**src/sv/assert_macros.svh**
```systemverilog
`ifndef ASSERT_MACROS_SVH
`define ASSERT_MACROS_SVH

// Check a condition at every rising clock edge outside reset
`define ZAR_CHECK(lbl, expr, msg) \
  lbl: assert property (@(posedge clk) disable iff (!rst_n) (expr)) else $error(msg);

// Check that a trigger implies a consequence in the same cycle
`define ZAR_IMPLY(lbl, ante, cons, msg) \
  lbl: assert property (@(posedge clk) disable iff (!rst_n) (ante) |-> (cons)) else $error(msg);

`endif

```
**src/sv/zar_pkg.sv**
```systemverilog
`default_nettype none
package zar_pkg;

  localparam int SENSORS_DEF = 32;
  localparam int HISTORY_DEF = 3;

  localparam int TS_W       = 48;
  localparam int VAL_W      = 32;
  localparam int Z_W        = 24;
  localparam int CNT_W      = 32;
  localparam int SSD_W      = 64;
  localparam int SEC_W      = 39;
  localparam int DIV_W      = 64;
  localparam int SQ_IN_W    = 64;
  localparam int SQ_OUT_W   = 32;
  localparam int CFG_IDX_W  = 3;
  localparam int CFG_DATA_W = 16;

  localparam logic [31:0] STD_MIN    = 32'd7;
  localparam logic [63:0] MS_PER_SEC = 64'd1000;

  // Register indexes
  localparam logic [CFG_IDX_W-1:0] REG_Z_THRESHOLD  = 3'd0;
  localparam logic [CFG_IDX_W-1:0] REG_WARMUP_COUNT = 3'd1;
  localparam logic [CFG_IDX_W-1:0] REG_MAX_ALERTS   = 3'd2;
  localparam logic [CFG_IDX_W-1:0] REG_COOLDOWN_SEC = 3'd3;
  localparam logic [CFG_IDX_W-1:0] REG_WINDOW_SEC   = 3'd4;

  // Register reset values
  localparam logic [11:0] RST_Z_THRESHOLD  = 12'd640;
  localparam logic [15:0] RST_WARMUP_COUNT = 16'd20;
  localparam logic [1:0]  RST_MAX_ALERTS   = 2'd3;
  localparam logic [15:0] RST_COOLDOWN_SEC = 16'd30;
  localparam logic [15:0] RST_WINDOW_SEC   = 16'd60;

  // Outcome codes
  localparam logic [1:0] OUT_NONE     = 2'd0;
  localparam logic [1:0] OUT_ALERT    = 2'd1;
  localparam logic [1:0] OUT_SUPPRESS = 2'd2;

endpackage
`default_nettype wire

```
**src/sv/zar_div.sv**
```systemverilog
`default_nettype none
module zar_div
  import zar_pkg::*;
(
  input  wire logic             clk,
  input  wire logic             rst_n,
  input  wire logic             start,
  input  wire logic [DIV_W-1:0] dividend,
  input  wire logic [DIV_W-1:0] divisor,
  output logic                  done,
  output logic      [DIV_W-1:0] quotient
);

  localparam int CW = $clog2(DIV_W + 1);

  logic              busy_r, done_r;
  logic [CW-1:0]     cnt_r;
  logic [DIV_W-1:0]  q_r, d_r;
  logic [DIV_W:0]    rem_r;
  logic [DIV_W:0]    rem_sh, rem_nxt;
  logic [DIV_W-1:0]  q_nxt;
  logic              fits;

  // One restoring step: shift in the next dividend bit, subtract if it fits
  always_comb begin
    rem_sh = {rem_r[DIV_W-1:0], q_r[DIV_W-1]};
    fits   = rem_sh >= {1'b0, d_r};
    rem_nxt = fits ? rem_sh - {1'b0, d_r} : rem_sh;
    q_nxt   = {q_r[DIV_W-2:0], fits};
  end

  always_ff @(posedge clk) begin
    if (!rst_n) begin
      busy_r <= 1'b0;
      done_r <= 1'b0;
    end else begin
      done_r <= 1'b0;
      if (start) begin
        busy_r <= 1'b1;
        cnt_r  <= CW'(DIV_W);
        q_r    <= dividend;
        d_r    <= divisor;
        rem_r  <= '0;
      end else if (busy_r) begin
        q_r   <= q_nxt;
        rem_r <= rem_nxt;
        cnt_r <= cnt_r - CW'(1);
        if (cnt_r == CW'(1)) begin
          busy_r <= 1'b0;
          done_r <= 1'b1;
        end
      end
    end
  end

  assign done     = done_r;
  assign quotient = q_r;

endmodule
`default_nettype wire

```
**config.mk**
```make
export PLATFORM = sky130hd
export DESIGN_NAME = zar_div
export DESIGN_NICKNAME = d
export VERILOG_FILES = /design/src/sv/assert_macros.svh /design/src/sv/zar_pkg.sv /design/src/sv/zar_div.sv
export SDC_FILE = /design/constraint.sdc
export NUM_CORES = 1
export LEC_CHECK = 0
export BUFFER_PORTS_ARGS = -buffer_cell sky130_fd_sc_hd__buf_4
export CORE_UTILIZATION = 40
export DETAILED_ROUTE_END_ITERATION = 7
export MAX_ROUTING_LAYER = met4
export PLACE_DENSITY = 0.69
export SETUP_SLACK_MARGIN = 0.1
export SKIP_LAST_GASP = 1
export SYNTH_ARGS = -nofsm -noshare
export SYNTH_HDL_FRONTEND = slang
export SYNTH_SLANG_ARGS = --single-unit
```
**constraint.sdc**
```tcl
create_clock -name clk -period 6.1 [get_ports clk]
set_input_delay 0.305 -clock clk [delete_from_list [all_inputs] [get_ports clk]]
set_output_delay 0.305 -clock clk [all_outputs]
set_load 0.05 [all_outputs]
```
# After elaboration in Yosys (flattened, before gate mapping)
# Cells that the tools add are included.
# totals
ff_bits	201
inputBits	131
output_inout_bits	65
# classes
n_eq_ne	1
mux	9
bitwise_logic	2
n_lt_le_gt_ge	1
n_addsub	2
reduce_logical	4
# op_table
op	count
$mux 64	4
$ge 65x64->1	1
$sub 64x64->64	1
$eq 7x1->1 const B	1
$mux 7	1
$sub 7x1->7 const B	1
$mux 1	4
$reduce_and 2->1	2
$reduce_or 3->1	1
$not 1->1	2
$reduce_bool 2->1	1

# Depth between registers and ports, before layout
# depth
word_depth	4
mapped_depth	14
mapped_depth_nobuf	12

# Worst setup path after synthesis
# Ideal clock, no wire load.
# synth_path
path_type	input port to flip-flop
startpoint	in start
endpoint	reg cnt_r[0] (enable)
t_required_ps	5593
slack_ps	1947
setup_ps	507
path_buffers	1
stages	2
t_arrival_ps	3646
path_cell_list	clkbuf_1 -> o21a_1
# synth_via
elab_chain_len	2
# synth_lines
item	line_no	text
from (decl)	zar_div.sv:7	input wire logic start,
$reduce_bool 2->1 (no line)	n/a	
$reduce_and 2->1 (no line)	n/a	
to (signal assigned)	zar_div.sv:40	cnt_r <= CW'(DIV_W);
to (signal assigned)	zar_div.sv:47	cnt_r <= cnt_r - CW'(1);
to (decl)	zar_div.sv:17	logic [CW-1:0] cnt_r;
# No other way between the ends.
# A chain may end at the register's enable or synchronous reset.

# Worst setup path in the final report
# layout_path
startpoint	reg rem_r[37]
endpoint	reg rem_r[58], data pin
# layout_via
elab_chain_len	3
elab_cells_between_ends	4
classes_between	add/sub: 1; order compare: 1; mux: 2
# layout_lines
item	line_no	text
from (decl)	zar_div.sv:19	logic [DIV_W:0] rem_r;
from (signal assigned)	zar_div.sv:46	rem_r <= rem_nxt;
$sub 64x64->64 / $ge 65x64->1 (equally long branches)	zar_div.sv:28, zar_div.sv:27	
$mux 64 *	zar_div.sv:28	rem_nxt = fits ? rem_sh - {1'b0, d_r} : rem_sh;
$mux 64 *	zar_div.sv:44	end else if (busy_r) begin
# Every way passes the cells marked *; elsewhere a longest branch is shown, timed or not. The select of a mux whose other input is x is not followed.

==> impl_metrics.toml <==
[routing]
wirelength_um = 34800
drt-pass1-iter-count = 5
wire_per_inst_um = 18.9
detail_route.iter0.violations = 799
via_count = 10500
drtAntennaViolNets = 0
viasPerCell = 5.70
post-route-drc-count = 0

[critical_path]
required_ns = 6.48
crit_chain = "ha_1 > and2_1 > nand3_1 > or4_4 > o21ai_2 > o21bai_1 > nand4_2 > a211o_4 > nand3_1 > o32ai_2"
rrSetupSlack_ns = 2.25
crit_path_max_fanout = 58
start_kind = "flop"
crit_slowest_cell = "a211o_4"
cp_common_cell = "nand3_1"
cp-end-kind = "flop"
crit_type = "reg2reg"
critPathArrivalTime_ns = 4.23
slowest_delay_ns = 0.65

[pwr]
p_leak_nw = 6.36
p_per_area_nw_per_um2 = 282
worst_ir_drop_vdd_mv = 0.219

[clocking]
cts-root-buf = "clkbuf_16"
clock_sinks = 201
cts_max_level = 1
numCtsBuffers = 25
clkLatencyLatePin_ns = 0.56
cts_resized = 0
cts_max_path_buffers = 3
clk_pin_slew_ns = 0.06
cts_tree = "done"

[synth]
synthFlopType = "edfxtp_1"
yosys.area.top_type = "edfxtp_1"
synth_compound_area_share_pct = 20.3
synth-seq-cells = 201
synth-adder-area-share_pct = 6.54
postSynthAreaPerCell_sq_um = 10.7
syn_inst = 1205
synth_area_leaders = "edfxtp_1 46%, ha_1 6.4%, mux2_2 5.7%"
yosys.area_share.simple_pct = 12.0
post-synth-top-count-cell = "edfxtp_1"
netlist_area_sq_um = 12900
syn_nets = 1403
synth_edf_count = 199
seq_area_frac_synth_pct = 46.5
synthXorXnorAreaFrac_pct = 3.32
synth_top_family_by_area = "compound AO/OA/AOI/OAI gates"
yosysWarnings = 0
muxShareOfSynthArea_pct = 5.66
ys_types = 86
synthTopCellsByCount = "199 x edfxtp_1, 119 x a21oi_1, 84 x inv_1, 66 x ha_1, 65 x mux2_2"
async_flop_share_pct = 0
synth_top_cell_area_share_pct = 46.2

[grt]
grt-ovfl-total = 0
grt_start_max_net_pins = 71
grt_pass1_vias = 10700
grt_first_pass_wirelength_um = 55400
grt_antenna_before_repair = 1
grtUsageTotal_pct = 21.5

[place]
place_ws_ns = 2.27
place_congestion = 0.907
port_buffers = 195
hpwl_um = 23800

[floorplanning]
die_area_sq_um = 33100
pin_count = 196
die_h_um = 182
rows = 65
core_sq_um = 31700
die_w_um = 182
initial_core_util_pct = 40.8

[timing]
layout_setup_ws_ns = 2.25
drv_slew = 0
tightest_slew_ns = 1.18
rsz0062_at_grt = "no"
fin_crit_sh_pct = 63.1
slew_headroom_pct = 20.7
finalSetupViolCount = 0
finalSetupTns_ns = 0
clock_skew_ns = 0.0102
finalHoldViolations = 0
whs_ns = 0.0489
timing.final.crit_period_ns = 3.85
fmax_mhz = 260

[layout]
regArea_sq_um = 6020
multiInputGateArea_sq_um = 6220
syn_to_final_growth_pct = 23.5
fin_util_pct = 50.4
finalNetCount = 1619
fillCellCount = 2906
drive_gt1_share_pct = 25.7

[flow_run]
maxCapViolCount = 0

[worst_hold_path]
hp-class = "in2reg"

[outcome]
outcome = "finished, final reports clean"
[registers in the layout, indices dropped and copies added, names as in the netlist]
register and flops:
done 1, cnt_r 7, quotient 64, rem_r 64
busy_r 1, d_r 64
[worst paths after layout]
check                from           end  cells past startpoint
max             rem_r[37]     rem_r[58]                     10
min          dividend[31]  quotient[31]                      2
max reg2reg     rem_r[37]     rem_r[58]                     10
min reg2reg        busy_r          done                      2
[cells by family (layout without fill, tap and decap cells)]
kind of cell / Yosys count / count (layout)
buffers and inverters: 164 / 397
muxes: 65 / 65
other: 0 / 1
DFF: 201 / 201
xor gates and xnor gates: 49 / 49
and+or+nand+nor: 278 / 278
adders and majority gates: 67 / 67
AOI/OAI and AO/OA: 381 / 381
[cell type report]
| class | instances | share of cell area (%) |
|---|---|---|
| Tap cell | 402 | 3.15 |
| Multi-Input combinational cell | 840 | 38.9 |
| Timing Repair Buffer | 268 | 13.6 |
| Inverter | 85 | 2.00 |
| Clock inverter | 13 | 0.642 |
| Sequential cell | 201 | 37.6 |
| Clock buffer | 31 | 4.06 |
| Antenna cell | 1 | 0.0157 |
[metrics by stage]
stage	instance area (sq um)	power [mW]	std cells
floorplan	12900	2.75	1205
global placement	14600	3.06	1731
detailed placement	14600	3.07	1731
CTS	16000	4.53	1840
global route	16000	4.71	1841
finish	16000	4.50	1841
[layout by cell type, fill, tap and decap left out, drive strengths merged, types with 13 or more instances in the layout]
| cell type | synthesis | layout |
|---|---|---|
| o211ai | 64 | 64 |
| o21ai | 49 | 49 |
| mux2 | 65 | 65 |
| a21oi | 134 | 134 |
| a21o | 39 | 39 |
| nand3 | 67 | 67 |
| nand4 | 36 | 36 |
| o21a | 13 | 13 |
| nand2 | 60 | 60 |
| nor2 | 38 | 38 |
| clkbuf | 45 | 31 |
| nor3 | 19 | 19 |
| xor2 | 20 | 20 |
| inv | 84 | 85 |
| buf | 34 | 203 |
| dlygate4sd3 | 0 | 65 |
| o21bai | 14 | 14 |
| ha | 66 | 66 |
| xnor2 | 29 | 29 |
| edfxtp | 199 | 199 |
[layer usage]
metal | GRT usage (%) | vias to the layer above | part of all wire, %
met5 | - | - | 0
met4 | 6.89 | 0 | 2.7
met3 | 4.11 | 55 | 6.8
met2 | 34.6 | 405 | 46
met1 | 27.3 | 5035 | 44
li1 | - | 5002 | -
[what timing repair did]
action                     CTS  global route
hold buffers                65             0
hold endpoints to repair    65             0
setup buffers                0             0
setup endpoints to repair    0             0
[worst max-delay path, delay by kind of cell, from the launching register on]
family | cells | cell delay (ns)
adders and majority gates | 1 | 0.44
AOI/OAI and AO/OA | 4 | 1.27
DFF | 1 | 0.39
and+or+nand+nor | 5 | 1.57
[power breakdown]
part | internal, mW | switching, mW | total, mW
Sequential | 1.67 | 0.0554 | 1.72
Clock | 0.796 | 0.607 | 1.40
Combinational | 0.535 | 0.842 | 1.38
(Power assumes the default switching activity.)
