--- src/sv/assert_macros.svh ---
`ifndef ASSERT_MACROS_SVH
`define ASSERT_MACROS_SVH

// Check a condition at every rising clock edge outside reset
`define ZAR_CHECK(lbl, expr, msg) \
  lbl: assert property (@(posedge clk) disable iff (!rst_n) (expr)) else $error(msg);

// Check that a trigger implies a consequence in the same cycle
`define ZAR_IMPLY(lbl, ante, cons, msg) \
  lbl: assert property (@(posedge clk) disable iff (!rst_n) (ante) |-> (cons)) else $error(msg);

`endif

--- src/sv/zar_ram.sv ---
`default_nettype none
module zar_ram #(
  parameter int W = 8,
  parameter int D = 2,
  localparam int AW = (D > 1) ? $clog2(D) : 1
) (
  input  wire logic          clk,
  input  wire logic          we,
  input  wire logic [AW-1:0] waddr,
  input  wire logic [W-1:0]  wdata,
  input  wire logic          re,
  input  wire logic [AW-1:0] raddr,
  output logic      [W-1:0]  rdata
);

  logic [W-1:0] mem [D];

  // Write port and registered read port
  always_ff @(posedge clk) begin
    if (we) begin
      mem[waddr] <= wdata;
    end
    if (re) begin
      rdata <= mem[raddr];
    end
  end

endmodule
`default_nettype wire

--- config.mk ---
export PLATFORM = sky130hd
export DESIGN_NAME = zar_ram
export DESIGN_NICKNAME = d
export VERILOG_FILES = /design/src/sv/assert_macros.svh /design/src/sv/zar_ram.sv
export SDC_FILE = /design/constraint.sdc
export NUM_CORES = 1
export LEC_CHECK = 0
export ABC_AREA = 0
export BUFFER_PORTS_ARGS = -buffer_cell sky130_fd_sc_hd__buf_2
export CAP_MARGIN = 0
export CORE_MARGIN = 2
export CORE_UTILIZATION = 40
export CTS_CLUSTER_SIZE = 20
export DETAILED_ROUTE_END_ITERATION = 8
export GPL_ROUTABILITY_DRIVEN = 0
export PLACE_DENSITY = 0.64
export SYNTH_ARGS = -nofsm -noshare
export SYNTH_HDL_FRONTEND = slang
export SYNTH_SLANG_ARGS = --single-unit
--- constraint.sdc ---
create_clock -name clk -period 1.4 [get_ports clk]
set_clock_uncertainty 0.05 [all_clocks]
set_input_delay 0 -clock clk [delete_from_list [all_inputs] [get_ports clk]]
set_output_delay 0 -clock clk [all_outputs]
set_load 0.1 [all_outputs]
# Yosys cells after proc, flatten, opt, wreduce, memory -nomap -nowiden

Memories as Yosys holds them, arrays and structs flattened. A register that Yosys moved wholly into a read port is not among the register bits.
Index checks and enable logic that the tools add are counted.

Bits in registers: 0
Latch bits: 0
Memory bits (writable): 16
Bits in read-only memories: 0
Input port bits: 13
Output and inout port bits: 8
Word-level logic and storage cells: 3
Memories: 1

Memories:

| memory | words | bits a word | rd ports | clocked after memory_dff | wr ports | RTL line      | text |
|---|---|---|---|---|---|---|---|
| mem    | 2     | 8           | 1        | 1                        | 1        | zar_ram.sv:16 | `logic [W-1:0] mem [D];` |

$add $sub $neg: 0
$mul: 0
Div/mod/pow operators: 0
Order comparisons: 0
Equal/unequal tests: 0
Shift-type cells: 0
Multiplexer cells: 2
Bitwise gates (word level): 0
Reductions and logical operators: 0

Operators with widths:

| cell              | count |
|---|---|
| 1-bit two-way mux | 2 |

# Longest topological paths before layout

Gate-level depths: netlist of run 1.

Depth in word-level cells: 2
Gate-level depth with buffers: 2
Depth with buffers taken out: 1

# Worst setup path after synthesis of run 1

No wires, ideal clock.

Path kind: register -> output
Start: reg rdata[0], read port of mem
End: out rdata[0]
Arrival: 0.904 ns
Required time: 1.350 ns
Path slack: 0.446 ns
Stages on the path, launching flop included: 1
Buffers on the path: 0
Cells stage by stage: edfxtp_1

RTL lines:

| what            | RTL line      | text |
|---|---|---|
| start, declared | zar_ram.sv:13 | `output logic [W-1:0] rdata` |

No word-level cell between the ends.

# Worst setup path after layout of run 1

Start: reg rdata[4], read port of mem
End: out rdata[4]

No word-level cell between the ends.

==> results of run 1 <==
-- metrics by stage --
step           area, µm²  std cells   util  total power [mW]  hold WS, ns
2_1_floorplan        865         35      -              1.05       0.0489
4_1_cts             1110         95  0.555              1.39       0.0927
6_report            1110         95  0.555              1.38       0.0949
3_5_place_dp         995         82  0.497              1.09        0.142
5_1_grt             1110         95  0.555              1.45       0.0791
3_3_place_gp         995         82  0.497              1.09        0.139
-- power by group through the flow --
stage               registers, mW  logic [mW]  clock network [mW]
floorplan                   0.999      0.0491                   0
global placement            0.873       0.217                   0
detailed placement          0.876       0.218                   0
CTS                         0.859       0.237               0.295
global route                0.863       0.246               0.342
finish                      0.858       0.236               0.291
-- state kept, by name, summed over array words and instances (netlist names) --
| signal | flops |
|---|---|
| mem | 16 |
| rdata | 8 |
-- cell families (layout without fill, tap and decap cells) --
group | after synthesis | in the layout
flops | 24 | 24
mux | 8 | 8
simple gates | 2 | 2
buf+inv | 1 | 34
-- timing repair --
| action | CTS | global route |
|---|---|---|
| setup endpoints to repair | 0 | 0 |
| hold endpoints to repair | 24 | 0 |
| hold buffers | 9 | 0 |
| gates resized for setup | 0 | 0 |
-- cells in the final DEF, fill, tap and decap left out --
master / count
buf_4: 1
clkbuf_4: 3
edfxtp_1: 24
clkinv_1: 1
and2_1: 1
dlygate4sd3_1: 9
buf_2: 20
mux2_4: 8
nor2b_1: 1
-- layout make-up --
class                   count  area [µm²]  area share
clock buffers               3        22.5      0.0203
multi-input cells          10         133       0.119
clock inverters             1        3.75     0.00338
flip-flops and latches     24         721       0.649
well taps                  27        33.8      0.0304
repair buffers             30         198       0.178
-- final timing paths --
check,start,to
worst max-delay path,rdata[4]$_DFFE_PP_,rdata[4]
worst min-delay path,waddr,mem[0][5]$_DFFE_PP_
worst max register to register,mem[0][5]$_DFFE_PP_,rdata[5]$_DFFE_PP_
worst min register to register,mem[0][7]$_DFFE_PP_,rdata[7]$_DFFE_PP_
-- routing by layer --
layer	GRT usage	vias up	part of all wire
met5	0	-	0
met4	0.0676	0	0.017
met3	0.0179	2	0.047
met2	0.182	15	0.54
met1	0.105	188	0.40
li1	-	204	-
==> impl_metrics.tcl, run 1 <==
set metrics [dict create \
    status "completed" \
    dr.pass1.iters 2 \
    grt_pass1_wl_um 1780 \
    max_slew_margin 0.679 \
    wl_um 1140 \
    finalSetupViolations 0 \
    routedWlPerCell_um 12.0 \
    grt_max_degree 14 \
    antennaDiodeCount 0 \
    intPower_mw 1.02 \
    crit_path_end_kind "output pin" \
    critical_path_arrival_ns 1.07 \
    htreeDepth 1 \
    path_class "flop to output pin" \
    netlist_area_um2 865 \
    drtIter0Drc 5 \
    cts_setup_buffers 0 \
    start_util 0.432 \
    cts_tree "yes" \
    yosys.area_share.adder 0 \
    synth_nets 48 \
    drc_errors 0 \
    startpoint_type "flop" \
    hold_depth 3 \
    cp_top_family "buffers and inverters" \
    drive_gt1_frac 0.471 \
    worstSetupPathDepth 1 \
    synth_xor_xnor_area_share 0 \
    fin_nets 82 \
    power.density_nw_per_um2 1250 \
    first_global_vias 406 \
    combPwrFrac 0.170 \
    p_seq_frac 0.620 \
    clock_sinks 24 \
    crit_path_top_delay_cell "buf_2" \
    muxShareOfSynthArea 0.139 \
    worstPathMaxFanout 1 \
    numCtsBuffers 3 \
    worst_pin_slew_ns 0.485 \
    via_per_inst 4.31 \
    dieArea_um2 2550 \
    grt_setup_unrepaired "no" \
    syn2layout_area_growth_pct 28.5 \
    synthArstFlopShare 0 \
    drv_slew 0 \
    fmax_ghz 0.896 \
    clockBufferDepth 2 \
    crit_chain "buf_2" \
    power_frac_clock 0.210 \
    die_y_um 50.5 \
    fin_crit_sh 0.797 \
    reg2reg_depth 1 \
    synth_top_cell_area_share 0.834 \
    track_usage 0.101 \
    worst_slack_ns 0.284 \
    clkTransAtPathRegs_ns 0.12 \
    hold_violations 0 \
    yosysUniqueCellTypes 5 \
    synth_compound_area_frac 0 \
    synth-simple-area-share 0.0145 \
    ioPinCount 21 \
    crit_buf_inv 1 \
    cts_root_buffer "clkbuf_4" \
    post-route-min-period_ns 1.12 \
    ys_ff_latch 24 \
    syn_inst 35 \
    yosysMostFrequentCell "edfxtp_1" \
    timing.reg2reg.setup_slack_ns 0.46 \
    avgSynthCellArea_um2 24.7 \
    io_buffer_count 20 \
    num_vias 409 \
    synth_ff_type "edfxtp_1" \
    yosysTopAreaCell "edfxtp_1" \
    p_sw_frac 0.260 \
    synth_top_family_by_area "multiplexers" \
    ir_worst_vdd_uv 634 \
    fillers 164 \
    worstPathRequired_ns 1.35 \
    rows 16 \
    cap_violations 0 \
    fin_setup_tns_ns 0 \
    core_um2 2000 \
    yosysWarningCount 0 \
    leakagePower_nw 0.436 \
    final_antenna_net_count 0 \
    synth-edff-count 24 \
    dp_slack_ns 0.471 \
    slowest_delay_ns 0.42 \
    clk_latency_ns 0.29 \
    die_x_um 50.5 \
    yosys-top-cells-area "edfxtp_1, mux2_4, buf_6" \
    synth-seq-area-share 0.834 \
    overflow 0 \
    grt_antenna_before_repair 0 \
    power_switching_mw 0.360 \
    ys_top_cells_by_count "edfxtp_1, mux2_4, and2_1, buf_6, nor2b_1" \
    hold_path_class "primary input to flop" \
]
(Power assumes the default switching activity.)
==> run 2: changes to the inputs <==
Clock period 1.4 ns to 1.05 ns, I/O delays scaled along.
==> impl_metrics.tcl, run 2 (synthesis results as in run 1) <==
set metrics [dict create \
    regToRegStartpoint "mem[0][1]$_DFFE_PP_" \
    crit_buf_inv 1 \
    overflow 0 \
    hold_buffers 9 \
    dr.pass1.iters 2 \
    clock_sinks 24 \
    dieArea_um2 2550 \
    slowest_delay_ns 0.44 \
    routedWlPerCell_um 12.9 \
    cts-resized-gates 0 \
    io_buffer_count 20 \
    reg2reg_depth 1 \
    die_y_um 50.5 \
    drive_gt1_frac 0.478 \
    combPwrFrac 0.201 \
    cts_tree "yes" \
    leakagePower_nw 0.478 \
    whs_ns 0.107 \
    final_antenna_net_count 0 \
    fmax_ghz 1.03 \
    wl_um 1210 \
    core_um2 2000 \
    num_vias 424 \
    numCtsBuffers 3 \
    drc_errors 0 \
    fin_setup_tns_ns 0 \
    critPathCapture "rdata[4]" \
    max_slew_margin 0.752 \
    ir_worst_vdd_uv 872 \
    fin_nets 82 \
    hold_path_class "primary input to flop" \
    ioPinCount 21 \
    path_class "flop to output pin" \
    start_util 0.432 \
    grt_pass1_wl_um 2160 \
    power.density_nw_per_um2 1550 \
    post-route-min-period_ns 0.973 \
    worstSetupPathDepth 1 \
    critical_path_arrival_ns 0.92 \
    antennaDiodeCount 0 \
    drv_slew 0 \
    crit_chain "buf_12" \
    intPower_mw 1.43 \
    p_seq_frac 0.608 \
    crit_path_end_kind "output pin" \
    largest_reg_flops 16 \
    startpoint_type "flop" \
    via_per_inst 4.51 \
    multi_input_area_um2 133 \
    hold_violations 0 \
    track_usage 0.122 \
    clkTransAtPathRegs_ns 0.11 \
    fillers 150 \
    status "completed" \
    finalSetupViolations 0 \
    power_switching_mw 0.478 \
    cts_root_buffer "clkbuf_4" \
    grt_max_degree 13 \
    syn2layout_area_growth_pct 42.0 \
    cap_violations 0 \
    fin_crit_sh 0.927 \
    r2r-end "rdata[1]$_DFFE_PP_" \
    timing.reg2reg.setup_slack_ns 0.10 \
    clockBufferDepth 2 \
    layout_common_cells "edfxtp_1, buf_2, dlygate4sd3_1, mux2_4, buf_12" \
    htreeDepth 1 \
    drtIter0Drc 6 \
    top_register "mem" \
    worst_pin_slew_ns 0.372 \
    grt_setup_unrepaired "no" \
    cp-startpoint "rdata[4]$_DFFE_PP_" \
    cp_top_family "flip-flops" \
    final_common_cell "edfxtp_1" \
    clk_latency_ns 0.29 \
    regArea_um2 721 \
    worstPathMaxFanout 1 \
    crit_path_top_delay_cell "edfxtp_1" \
    die_x_um 50.5 \
    p_sw_frac 0.250 \
    grt_antenna_before_repair 0 \
    cts_setup_buffers 0 \
    largestRegisters "mem (16), rdata (8)" \
    worstPathRequired_ns 1.00 \
    power_frac_clock 0.191 \
    first_global_vias 447 \
    rows 16 \
]
## run 2: changes by cell type in the layout (fill, tap and decap cells not counted)
cell	change
buf_2	-8
clkinv_1	-1
buf_12	+8
## run 2: final cells by class
class,instances,share of cell area
clock buffers,3,0.0183
multi-input cells,10,0.108
flip-flops and latches,24,0.587
well taps,27,0.0275
repair buffers,30,0.259
## run 2: per-stage QoR
stage	area, µm²	total power, mW	cells	util	setup WS [ns]
after floorplan	865	1.40	35	-	0.0960
after global placement	1110	1.53	82	0.557	0.140
after detailed placement	1110	1.54	82	0.557	0.105
after CTS	1230	1.94	94	0.613	0.0488
after global routing	1230	1.98	94	0.613	0.0275
final	1230	1.91	94	0.613	0.0768
## run 2: worst min path at each step
| stage | from | to | slack (ns) | cells after the start |
|---|---|---|---|---|
| 2_1_floorplan | wdata[0] | mem[0][0]$_DFFE_PP_ | 0.05 | 0 |
| 3_3_place_gp | wdata[2] | mem[0][2]$_DFFE_PP_ | 0.14 | 1 |
| 3_5_place_dp | wdata[0] | mem[1][0]$_DFFE_PP_ | 0.14 | 1 |
| 4_1_cts | waddr | mem[0][3]$_DFFE_PP_ | 0.08 | 3 |
| 5_1_grt | waddr | mem[0][3]$_DFFE_PP_ | 0.10 | 3 |
| 6_report | waddr | mem[0][0]$_DFFE_PP_ | 0.11 | 3 |
## run 2: routing by layer
metal,up-vias,GRT usage,routed length [µm]
met3,2,0.0238,54
met4,0,0.108,27
li1,202,-,-
met2,15,0.186,666
met1,205,0.147,461
met5,-,0,0
## run 2: power groups by stage
stage	logic [mW]	registers (mW)	clock network, mW
2_1_floorplan	0.0655	1.33	0
3_3_place_gp	0.354	1.18	0
3_5_place_dp	0.360	1.18	0
4_1_cts	0.386	1.16	0.392
5_1_grt	0.400	1.17	0.413
6_report	0.384	1.16	0.364
==> run 3: changes to the inputs <==
Settings changed: ABC_CLOCK_PERIOD_IN_PS set to 1250, PLACE_DENSITY 0.64 to unset.
Clock period 1.05 ns to 1.25 ns, I/O delays scaled along.
==> impl_metrics.tcl, run 3 (synthesis results as in run 1) <==
set metrics [dict create \
    ir_worst_vdd_uv 655 \
    drc_errors 0 \
    drv_slew 0 \
    largestRegisters "mem (16), rdata (8)" \
    crit_chain "buf_2" \
    hold_violations 0 \
    via_per_inst 4.42 \
    overflow 0 \
    fmax_ghz 0.876 \
    timing.reg2reg.setup_slack_ns 0.28 \
    numCtsBuffers 3 \
    crit_path_top_delay_cell "buf_2" \
    leakagePower_nw 0.436 \
    final_common_cell "edfxtp_1" \
    clk_latency_ns 0.31 \
    finalNonFillerCells 95 \
    max_slew_margin 0.672 \
    status "completed" \
    grt_setup_unrepaired "no" \
    num_vias 420 \
    cp_top_family "buffers and inverters" \
    largest_reg_flops 16 \
    startpoint_type "flop" \
    crit_buf_inv 1 \
    worst_pin_slew_ns 0.495 \
    ioPinCount 21 \
    fin_nets 82 \
    post-route-min-period_ns 1.14 \
    dieArea_um2 2550 \
    grt_pass1_wl_um 1800 \
    cap_violations 0 \
    crit_path_end_kind "output pin" \
    cts-resized-gates 0 \
    die_x_um 50.5 \
    core_um2 2000 \
    worstPathMaxFanout 1 \
    cts_tree "yes" \
    drive_gt1_frac 0.471 \
    finalPower_mw 1.57 \
    finalSetupViolations 0 \
    routedWlPerCell_um 12.8 \
    antennaDiodeCount 0 \
    die_y_um 50.5 \
    syn2layout_area_growth_pct 28.5 \
    final_antenna_net_count 0 \
    layout_common_cells "edfxtp_1, buf_2, dlygate4sd3_1, mux2_4, clkbuf_4" \
    cts_root_buffer "clkbuf_4" \
    grt_max_degree 14 \
    wl_um 1210 \
    path_class "flop to output pin" \
    rows 16 \
    drtIter0Drc 8 \
    top_register "mem" \
    io_buffer_count 20 \
    fin_crit_sh 0.913 \
    place_inst 82 \
    grt_antenna_before_repair 0 \
    htreeDepth 1 \
    slowest_delay_ns 0.42 \
    power.density_nw_per_um2 1410 \
    finish.utilization 0.555 \
    dr.pass1.iters 4 \
    track_usage 0.106 \
    clockBufferDepth 2 \
    worstPathRequired_ns 1.20 \
    clkTransAtPathRegs_ns 0.13 \
    first_global_vias 388 \
    critical_path_arrival_ns 1.09 \
    hold_path_class "primary input to flop" \
    fin_setup_tns_ns 0 \
    clock_sinks 24 \
    start_util 0.432 \
]
==> run 3: worst paths after layout <==
kind | from | endpoint | cells after the start
max reg2reg | mem[0][5]$_DFFE_PP_ | rdata[5]$_DFFE_PP_ | 1
min reg2reg | mem[1][6]$_DFFE_PP_ | rdata[6]$_DFFE_PP_ | 1
max | rdata[3]$_DFFE_PP_ | rdata[3] | 1
min | waddr | mem[0][5]$_DFFE_PP_ | 3
==> run 3: cell type report <==
type                            instances  area, µm²
Timing Repair Buffer                   30        198
Tap cell                               27       33.8
Fill cell                             169        891
Clock inverter                          1       3.75
Multi-Input combinational cell         10        133
Sequential cell                        24        721
Clock buffer                            3       22.5
==> run 3: per-stage QoR <==
step	setup WS, ns	hold WS (ns)	cell area [µm²]
floorplan	0.296	0.0489	865
global placement	0.333	0.139	995
detailed placement	0.291	0.143	995
CTS	0.0928	0.0821	1110
global route	0.0604	0.0916	1110
finish	0.108	0.0899	1110
==> run 3: power breakdown <==
| part | total, mW | internal (mW) | switching [mW] |
|---|---|---|---|
| clock | 0.342 | 0.117 | 0.225 |
| combinational | 0.265 | 0.0814 | 0.183 |
| sequential | 0.962 | 0.949 | 0.0128 |
| total | 1.57 | 1.15 | 0.421 |
==> run 3: timing repair <==
item | in CTS | in global routing
hold endpoints to repair | 24 | 0
hold buffers | 9 | 0
buffers inserted | 0 | 0
==> run 3: routing by layer <==
| layer | wire, µm | track usage |
|---|---|---|
| met5 | 0 | 0 |
| met4 | 23 | 0.0676 |
| met3 | 91 | 0.0417 |
| met2 | 597 | 0.169 |
| met1 | 500 | 0.117 |
