==> config.mk <==
export PLATFORM = sky130hd
export DESIGN_NAME = zar_sqrt
export DESIGN_NICKNAME = d
export VERILOG_FILES = /design/src/sv/assert_macros.svh /design/src/sv/zar_pkg.sv /design/src/sv/zar_sqrt.sv
export SDC_FILE = /design/constraint.sdc
export NUM_CORES = 1
export LEC_CHECK = 0
export BUFFER_PORTS_ARGS = -buffer_cell sky130_fd_sc_hd__buf_2
export CAP_MARGIN = 10
export CELL_PAD_IN_SITES_DETAIL_PLACEMENT = 1
export CELL_PAD_IN_SITES_GLOBAL_PLACEMENT = 2
export CORE_ASPECT_RATIO = 2
export CORE_MARGIN = 1
export CORE_UTILIZATION = 25
export CTS_CLUSTER_DIAMETER = 60
export DETAILED_ROUTE_END_ITERATION = 16
export PLACE_DENSITY_LB_ADDON = 0.1
export REMOVE_ABC_BUFFERS = 1
export SETUP_SLACK_MARGIN = 0.02
export SLEW_MARGIN = 10
export SYNTH_ARGS = -nofsm -noshare
export SYNTH_HDL_FRONTEND = slang
export SYNTH_SLANG_ARGS = --single-unit
==> constraint.sdc <==
create_clock -name clk -period 4.1 [get_ports clk]
set_clock_uncertainty 0.05 [all_clocks]
set_input_delay 0 -clock clk [delete_from_list [all_inputs] [get_ports clk]]
set_output_delay 0 -clock clk [all_outputs]
set_load 0.03 [all_outputs]
==> src/sv/assert_macros.svh <==
`ifndef ASSERT_MACROS_SVH
`define ASSERT_MACROS_SVH

// Check a condition at every rising clock edge outside reset
`define ZAR_CHECK(lbl, expr, msg) \
  lbl: assert property (@(posedge clk) disable iff (!rst_n) (expr)) else $error(msg);

// Check that a trigger implies a consequence in the same cycle
`define ZAR_IMPLY(lbl, ante, cons, msg) \
  lbl: assert property (@(posedge clk) disable iff (!rst_n) (ante) |-> (cons)) else $error(msg);

`endif

==> src/sv/zar_pkg.sv <==
`default_nettype none
package zar_pkg;

  localparam int SENSORS_DEF = 32;
  localparam int HISTORY_DEF = 3;

  localparam int TS_W       = 48;
  localparam int VAL_W      = 32;
  localparam int Z_W        = 24;
  localparam int CNT_W      = 32;
  localparam int SSD_W      = 64;
  localparam int SEC_W      = 39;
  localparam int DIV_W      = 64;
  localparam int SQ_IN_W    = 64;
  localparam int SQ_OUT_W   = 32;
  localparam int CFG_IDX_W  = 3;
  localparam int CFG_DATA_W = 16;

  localparam logic [31:0] STD_MIN    = 32'd7;
  localparam logic [63:0] MS_PER_SEC = 64'd1000;

  // Register indexes
  localparam logic [CFG_IDX_W-1:0] REG_Z_THRESHOLD  = 3'd0;
  localparam logic [CFG_IDX_W-1:0] REG_WARMUP_COUNT = 3'd1;
  localparam logic [CFG_IDX_W-1:0] REG_MAX_ALERTS   = 3'd2;
  localparam logic [CFG_IDX_W-1:0] REG_COOLDOWN_SEC = 3'd3;
  localparam logic [CFG_IDX_W-1:0] REG_WINDOW_SEC   = 3'd4;

  // Register reset values
  localparam logic [11:0] RST_Z_THRESHOLD  = 12'd640;
  localparam logic [15:0] RST_WARMUP_COUNT = 16'd20;
  localparam logic [1:0]  RST_MAX_ALERTS   = 2'd3;
  localparam logic [15:0] RST_COOLDOWN_SEC = 16'd30;
  localparam logic [15:0] RST_WINDOW_SEC   = 16'd60;

  // Outcome codes
  localparam logic [1:0] OUT_NONE     = 2'd0;
  localparam logic [1:0] OUT_ALERT    = 2'd1;
  localparam logic [1:0] OUT_SUPPRESS = 2'd2;

endpackage
`default_nettype wire

==> src/sv/zar_sqrt.sv <==
`default_nettype none
module zar_sqrt
  import zar_pkg::*;
(
  input  wire logic                clk,
  input  wire logic                rst_n,
  input  wire logic                start,
  input  wire logic [SQ_IN_W-1:0]  radicand,
  output logic                     done,
  output logic      [SQ_OUT_W-1:0] root
);

  localparam int CW = $clog2(SQ_OUT_W + 1);
  localparam int RW = SQ_OUT_W + 4;

  logic                busy_r, done_r;
  logic [CW-1:0]       cnt_r;
  logic [SQ_IN_W-1:0]  x_r;
  logic [RW-1:0]       rem_r;
  logic [SQ_OUT_W-1:0] root_r;
  logic [RW-1:0]       rem_sh, trial, rem_nxt;
  logic [SQ_OUT_W-1:0] root_nxt;
  logic                fits;

  // One digit step: bring down two bits, try (root << 2) | 1
  always_comb begin
    rem_sh   = {rem_r[RW-3:0], x_r[SQ_IN_W-1:SQ_IN_W-2]};
    trial    = {2'b00, root_r, 2'b01};
    fits     = rem_sh >= trial;
    rem_nxt  = fits ? rem_sh - trial : rem_sh;
    root_nxt = {root_r[SQ_OUT_W-2:0], fits};
  end

  always_ff @(posedge clk) begin
    if (!rst_n) begin
      busy_r <= 1'b0;
      done_r <= 1'b0;
    end else begin
      done_r <= 1'b0;
      if (start) begin
        busy_r <= 1'b1;
        cnt_r  <= CW'(SQ_OUT_W);
        x_r    <= radicand;
        rem_r  <= '0;
        root_r <= '0;
      end else if (busy_r) begin
        x_r    <= {x_r[SQ_IN_W-3:0], 2'b00};
        rem_r  <= rem_nxt;
        root_r <= root_nxt;
        cnt_r  <= cnt_r - CW'(1);
        if (cnt_r == CW'(1)) begin
          busy_r <= 1'b0;
          done_r <= 1'b1;
        end
      end
    end
  end

  assign done = done_r;
  assign root = root_r;

endmodule
`default_nettype wire

After elaboration in Yosys (flattened, before gate mapping). Cells that the tools add are included.

Bits of input ports: 67. Output and inout port bits: 33. Word-level logic and storage cells: 25. Bits in registers: 138.

Muxes and demuxes: 10. Reductions and logical operators: 3. Bitwise operators: 2. Equal/unequal tests: 1. Order comparisons: 1. Add/sub/neg operators: 2.

Operators by type and width (count): two-way mux 64 bit (2); two-way mux 34 bit (2); greater-or-equal comparator 36 x 34 -> 1 bit (1); subtractor 34 bit (1); two-way mux 32 bit (1); == test 6 x 1 -> 1 bit (second input constant) (1); two-way mux 6 bit (1); subtractor 6 x 1 -> 6 bit (second input constant) (1); two-way mux 1 bit (4); OR reduction 3 bit (1); inverter 1 bit (2); AND reduction 2 bit (1); nonzero test 2 bit (1).

Logic depth before layout (Yosys ltp). Gate-level depths: netlist (run 1).

Depth after elaboration: 4. Depth in mapped cells: 13. Gate-level depth less buffers: 10.

Worst setup path before layout (run 1). No wires, ideal clock.

Kind: input -> register. Start: input port start. End: register cnt_r[0], enable pin. Data required time: 3.543 ns. Setup time: 0.507 ns. Data arrival time: 3.641 ns. Stages: 3. Path buffers: 2. Setup slack: -0.098 ns. Path through: clkbuf_1 > clkbuf_1 > o21a_1.

Cells in the longest elaborated chain, start to end: 2.

RTL lines: from (decl) (line zar_sqrt.sv:7) `input wire logic start,`; nonzero test 2 bit (no line); AND reduction 2 bit (no line); to (signal assigned) (line zar_sqrt.sv:42) `cnt_r <= CW'(SQ_OUT_W);`; to (signal assigned) (line zar_sqrt.sv:50) `cnt_r <= cnt_r - CW'(1);`; to (decl) (line zar_sqrt.sv:17) `logic [CW-1:0] cnt_r;`.

No other way between the ends. A chain may end at the register's enable or synchronous reset.

Worst setup path after layout (run 1).
Start: register root_r[7], in the netlist root[7]. End: register rem_r[33], data pin.

Cells in the longest elaborated chain, start to end: 3. Elaborated cells on any way between the ends: 4. Classes of those cells: 1 x add/sub; 1 x order compare; 2 x mux.

RTL lines: from (decl) (line zar_sqrt.sv:20) `logic [SQ_OUT_W-1:0] root_r;`; from (signal assigned) (line zar_sqrt.sv:49) `root_r <= root_nxt;`; subtractor 34 bit / greater-or-equal comparator 36 x 34 -> 1 bit (equally long branches) (line zar_sqrt.sv:30, zar_sqrt.sv:29); two-way mux 34 bit * (line zar_sqrt.sv:30) `rem_nxt = fits ? rem_sh - trial : rem_sh;`; two-way mux 34 bit * (line zar_sqrt.sv:46) `end else if (busy_r) begin`; to (signal assigned) (line zar_sqrt.sv:48) `rem_r <= rem_nxt;`; to (decl) (line zar_sqrt.sv:19) `logic [RW-1:0] rem_r;`.

Every way passes the cells marked *; elsewhere a longest branch is shown, timed or not. The select of a mux whose other input is x is not followed.

==> results by group, run 1 <==
STA
  • Actual slew at the worst max-slew pin: between 700 and 800 ps
  • Final period utilization: roughly nine tenths
  • Hold_ws: roughly 130 ps
  • Final setup margin: 436.3 ps
  • Rel. slew slack: between 50% and 60%
  • TNS Setup: 0 ps
  • Final setup fails: 0
  • FMAX: roughly 0.27 GHz
  • Hold Fails Final Rpt: 0
  • Final number of max-transition violations: 0
  • Final min period: around 3700 ps
  • RSZ-0062 raised after global routing: no

Yosys
  • FFs w/ async S/R, synth: 0%
  • Mapped Cells: roughly 650
  • Synth Area per Inst: approximately 12 um^2
  • Top cell type's share of synthesized area: a little over half
  • Top_reg_cell synth: edfxtp_1
  • Unique masters post-synth: 65
  • Flops & latches, synth: 138
  • Post-synthesis cell area: 7690 um^2
  • Dominant cell by count in the synthesized netlist: edfxtp_1
  • EDFF count, synth: roughly 140
  • List of most frequent post-synthesis cells: edfxtp_1 (136), nor2_1 (74), mux2_2 (63), inv_1 (48), ha_1 (36)
  • Sequential area share after synthesis: 53.63%
  • Synth warnings: 0
  • Top cells by area, synth: edfxtp_1 (53%), mux2_2 (9.2%), ha_1 (5.9%)
  • Cell taking the most area after synthesis: edfxtp_1

Layout
  • Utilization after layout: between 30 and 40%
  • Final Non-Filler Cells: around 1200
  • Post-route cell area: a little under 10000 um^2
  • Diodes inserted: 0
  • Final #Nets: a little over 900
  • Share of layout cells above drive strength 1: between 20% and 30%
  • Area grow syn2layout: 28.39%

Placed design
  • Post-DP Area: 8612 um^2
  • Pre-CTS WS: about 400 ps
  • Port Buf Inserts: a little under 100
  • Dpl cells: between 1000 and 1500
  • HPWL after DPL: ~16000 um
  • GPL Wtd Cong: 0.8091

Floorplan
  • Ports: 100
  • Overall die width: roughly 130 um
  • Die H: 250.0 um
  • Starting Density: about a quarter
  • Core box area: just over 30000 um^2
  • Row count: 90
  • Die ar.: 31510 um^2

Clock network
  • Hold Buf Count CTS: 65
  • Clk_lat worst skew: roughly 440 ps
  • CTS tree: done
  • Htree depth: 4
  • CTS root buf: clkbuf_16
  • PostCTS Resize Cnt: 0
  • Clock Sinks: between 100 and 150
  • Post-CTS Setup Bufs: 0
  • Clk slew on worst S/H paths: 60 ps
  • Inserted Clock Buffers: 17
  • CTS max path bufs: 2

Power
  • Sw power: 1.357 mW
  • Sw Ratio: a little over 30%
  • VDD IR max: roughly 280 uV
  • Power, Total: approximately 4.5 mW
  • Internal Power: approximately 3.1 mW
  • Sequential Power Share: about two fifths
  • Clock share of power: a little over a third
  • Comb pwr share: around a quarter
  • PD cells: between 400 and 500 nW/um^2
  • Leak pwr: 3.918 nW

Worst setup path
  • CP arrival: ~3800 ps
  • CP Cell Sequence: inv_1 > ha_1 > a21oi_1 > o21ai_1 > or3_1 > o221ai_4 > a2111o_1 > nand2_4 > nor4b_1 > or4_1
  • Slowest-stage cell, CP: or4_1
  • CP Launch Point: root[7]
  • Kind of cell adding the most delay to the critical path: simple AND/OR/NAND/NOR gates
  • Critical path buffers and inverters: 1
  • Reg-to-reg startpoint: root[7]
  • Startpoint types: flip-flop
  • Max incr delay on CP: 510 ps
  • Critical Path End Type: flip-flop
  • Data required time at the worst endpoint: approximately 4200 ps
  • Worst-path fanout max: 34
  • Crit Path Category: reg2reg

Routing
  • Via-to-Cell Ratio: 4.734
  • Drt total wl: roughly 22000 um
  • Post-DR wirelength/cell: 18.78 um
  • Via count: 5643
  • Drt initial violations: 154
  • Post-route ant nets: 0
  • DR pass1 iterations: 4
  • DRC Markers: 0

Min path
  • Hold_sp: start
  • HP Class: in2reg

Global route
  • Largest net degree at the start of global routing: 90
  • Total Routing Usage GR: roughly 15%
  • First-pass GRT wire length: ~35000 um
  • Initial antenna violation count: 0
  • Global route total overflow: 0
  • Number of global-route vias before repair: 6360

Run status
  • Status: complete, no violations

Run
  • Max_cap viols: 0
==> flip-flops by register name, indices dropped and copies added, names as in the netlist <==
register,count
rem_r,34
done,1
x_r,64
cnt_r,6
busy_r,1
root,32
==> power groups by stage <==
stage | Clock (mW) | Sequential [mW] | Combinational (mW)
final | 1.63 | 1.76 | 1.10
after global routing | 1.72 | 1.77 | 1.21
after CTS | 1.69 | 1.76 | 1.13
after detailed placement | 0 | 1.79 | 1.07
after global placement | 0 | 1.79 | 1.06
after floorplan | 0 | 1.82 | 0.672
==> final cells by class <==
cell class                 count  area, um^2
inverter                      48       180.2
timing repair buffer         173        1241
clock buffer                  21       480.5
tap                          368       460.4
sequential                   138        4124
fill                        3306       20310
clock inverter                11       130.1
multi-input combinational    433        3257
==> cells by family after synthesis <==
logic type / after synthesis / synth area share (%)
and+or+nand+nor: 171 / 11.06
DFF: 138 / 53.63
AOI/OAI and AO/OA: 121 / 11.13
buffers and inverters: 76 / 4.116
muxes: 75 / 10.79
adders and majority gates: 36 / 5.857
xor gates and xnor gates: 30 / 3.417
==> worst reg2reg max path: stages (launching register included) <==
cell	delay, ps
edfxtp_1	360
inv_1	80
ha_1	400
a21oi_1	210
o21ai_1	160
or3_1	370
o221ai_4	210
a2111o_1	420
nand2_4	360
nor4b_1	270
or4_1	510
==> final timing paths <==
| path | endpoint | slack, ps | cells after the start |
|---|---|---|---|
| worst max-delay path | rem_r[33] | 440 | 10 |
| worst min-delay path | cnt_r[0] | 130 | 2 |
| worst max register to register | rem_r[33] | 440 | 10 |
| worst min register to register | done | 440 | 1 |
==> layer usage <==
metal  part of all wire [%]  vias to the layer above  GRT usage [%]  wire length (um)
met5                      0                        -              0                 0
met4                    4.3                        0          8.675               971
met3                    2.2                       45          2.830               492
met2                     59                       96          30.12             13190
met1                     35                     2776          13.14              7736
li1                       -                     2726              -                 -
==> layout by cell type, fill, tap and decap left out, types with 4 or more instances in the layout <==
cell           netlist  routed
nand2_1             26      26
buf_2                7      98
edfxtp_1           136     136
o21ai_0             19      19
xor2_1              11      11
mux2i_1             12      12
nand4_1             10      10
and3_1               5       5
mux2_2              63      63
clkbuf_8             0       4
dlygate4sd3_1        0      65
and2_1               5       5
inv_6                0       6
nor2b_1              5       5
a21o_1              11      11
xnor2_1             19      19
nand3_1             12      12
a22o_1               6       6
ha_1                36      36
clkbuf_16            0      17
nor3b_1              4       4
buf_4                2       8
nor2_1              74      74
or3_1                4       4
nor3_1               6       6
a211oi_1             7       7
inv_1               48      48
a21oi_1             35      35
Power figures use the tool's default switching activity.
==> inputs of run 2 (changes only) <==
Settings changed: BUFFER_PORTS_ARGS -buffer_cell sky130_fd_sc_hd__buf_2 to -buffer_cell sky130_fd_sc_hd__buf_4.
==> run 2 against run 1 <==
Combinational power hardly changed. Power is 0.20% higher. Via count is 0.18% higher. Clock power hardly changed. Routed wire length is 0.24% lower. Largest cell class unchanged.
==> results by group, run 2 (synthesized netlist as in run 1, its figures left out) <==
Clock network
  • Htree depth: 4
  • Hold Buf Count CTS: 65
  • CTS tree: done
  • Clk slew on worst S/H paths: 60 ps
  • Clk_lat worst skew: roughly 440 ps
  • Inserted Clock Buffers: 17
  • CTS root buf: clkbuf_16
  • CTS max path bufs: 2
  • Post-CTS Setup Bufs: 0
  • Clock Sinks: about 140
  • PostCTS Resize Cnt: 0

Min path
  • HP Class: in2reg
  • Hold_sp: start

Routing
  • DRC Markers: 0
  • Post-DR wirelength/cell: roughly 19 um
  • Drt initial violations: approximately 210
  • Drt total wl: approximately 22000 um
  • Post-route ant nets: 0
  • Via count: ~5700
  • DR pass1 iterations: 4
  • Via-to-Cell Ratio: 4.746

Layout
  • Fillers: 3297
  • Diodes inserted: 0
  • Final #Nets: roughly 910
  • Most common cell after layout, fill and taps aside: edfxtp_1
  • Largest reg by FF count: x_r
  • Area grow syn2layout: 31.48%
  • Most frequent cells in the layout: edfxtp_1 (136), buf_4 (105), nor2_1 (74), dlygate4sd3_1 (65), mux2_2 (63)
  • Multi-input logic area: 3257 um^2
  • Share of layout cells above drive strength 1: roughly a quarter
  • Final Non-Filler Cells: around 1200
  • Register area: around 4100 um^2
  • Largest register FFs: 64

Worst setup path
  • CP Launch Point: root[0]
  • Flop-to-flop setup slack: between 300 and 400 ps
  • Worst reg2reg path depth: 10
  • RR Endpoint: rem_r[33]
  • CP arrival: 3840 ps
  • Data required time at the worst endpoint: between 4000 and 5000 ps
  • Worst-path fanout max: 24
  • Critical path destination: rem_r[33]
  • Crit Path Category: reg2reg
  • Reg-to-reg startpoint: root[0]
  • Critical Path End Type: flip-flop
  • Startpoint types: flip-flop

Power
  • Leak pwr: about 4 nW
  • PD cells: about 440 nW/um^2
  • VDD IR max: roughly 270 uV
  • Power, Total: roughly 4.5 mW

STA
  • FMAX: approximately 0.27 GHz
  • Final number of max-transition violations: 0
  • Final min period: around 3700 ps
  • TNS Setup: 0 ps
  • Final setup margin: 373.4 ps
  • Final period utilization: about nine tenths
  • Actual slew at the worst max-slew pin: approximately 820 ps
  • Final setup fails: 0
  • RSZ-0062 raised after global routing: no
  • Hold Fails Final Rpt: 0
  • Hold_ws: around 75 ps
  • Rel. slew slack: a little under half

Global route
  • First-pass GRT wire length: roughly 35000 um
  • Initial antenna violation count: 0
  • Number of global-route vias before repair: around 6400
  • Total Routing Usage GR: ~15%
  • Global route total overflow: 0
  • Largest net degree at the start of global routing: between 100 and 150

Floorplan
  • Die ar.: 31510 um^2
  • Starting Density: between 20% and 30%
  • Core box area: roughly 30000 um^2
  • Overall die width: ~130 um
  • Die H: between 200 and 300 um
  • Row count: 90
  • Ports: 100

Run status
  • Status: complete, no violations

Placed design
  • HPWL after DPL: approximately 16000 um
  • GPL Wtd Cong: roughly 0.80
  • Pre-CTS WS: approximately 340 ps
  • Port Buf Inserts: slightly below 100
  • Dpl cells: ~1100

Run
  • Max_cap viols: 0
[run 2: metrics by stage]
stage / util (%) / cell area [um^2]
final: 33.50 / 10110
after global routing: 33.50 / 10110
after CTS: 33.50 / 10110
after detailed placement: 29.32 / 8850
after global placement: 29.32 / 8850
after floorplan: - / 7553
[run 2: metal layers]
layer	part of all wire [%]	wire length, um	GRT usage (%)	vias up
met3	2.7	598	3.301	28
li1	-	-	-	2728
met1	34	7596	13.04	2797
met5	0	0	0	-
met4	3.7	824	7.194	0
met2	60	13320	30.17	100
[run 2: worst max-delay path, stage by stage, from the launching register on]
cell and delay (ps):
edfxtp_1 370, inv_1 70, ha_1 350, nor2b_1 170, o31a_1 300, o31a_4 320
o221ai_4 230, a2111o_1 510, nand2_4 310, nor4b_1 250, or4_1 520
[run 2: report_power, final]
part / switching (mW) / internal [mW] / leakage (nW) / total, mW
combinational: 0.643 / 0.479 / 2.36 / 1.12
clock: 0.630 / 0.981 / 0.289 / 1.61
sequential: 0.0555 / 1.71 / 1.33 / 1.76
[run 2: cell type report]
cell class | instances | area share (%)
inverters | 48 | 1.782
repair buffers | 172 | 14.63
flip-flops and latches | 138 | 40.79
clock buffers | 24 | 4.962
clock inverters | 8 | 1.077
well taps | 368 | 4.554
multi-input cells | 433 | 32.21
[run 2: how the worst min path moves through the flow]
stage,end,cells past startpoint
floorplan,done,1
global placement,done,2
detailed placement,done,2
CTS,root[14],2
global route,root[14],2
finish,root[14],2
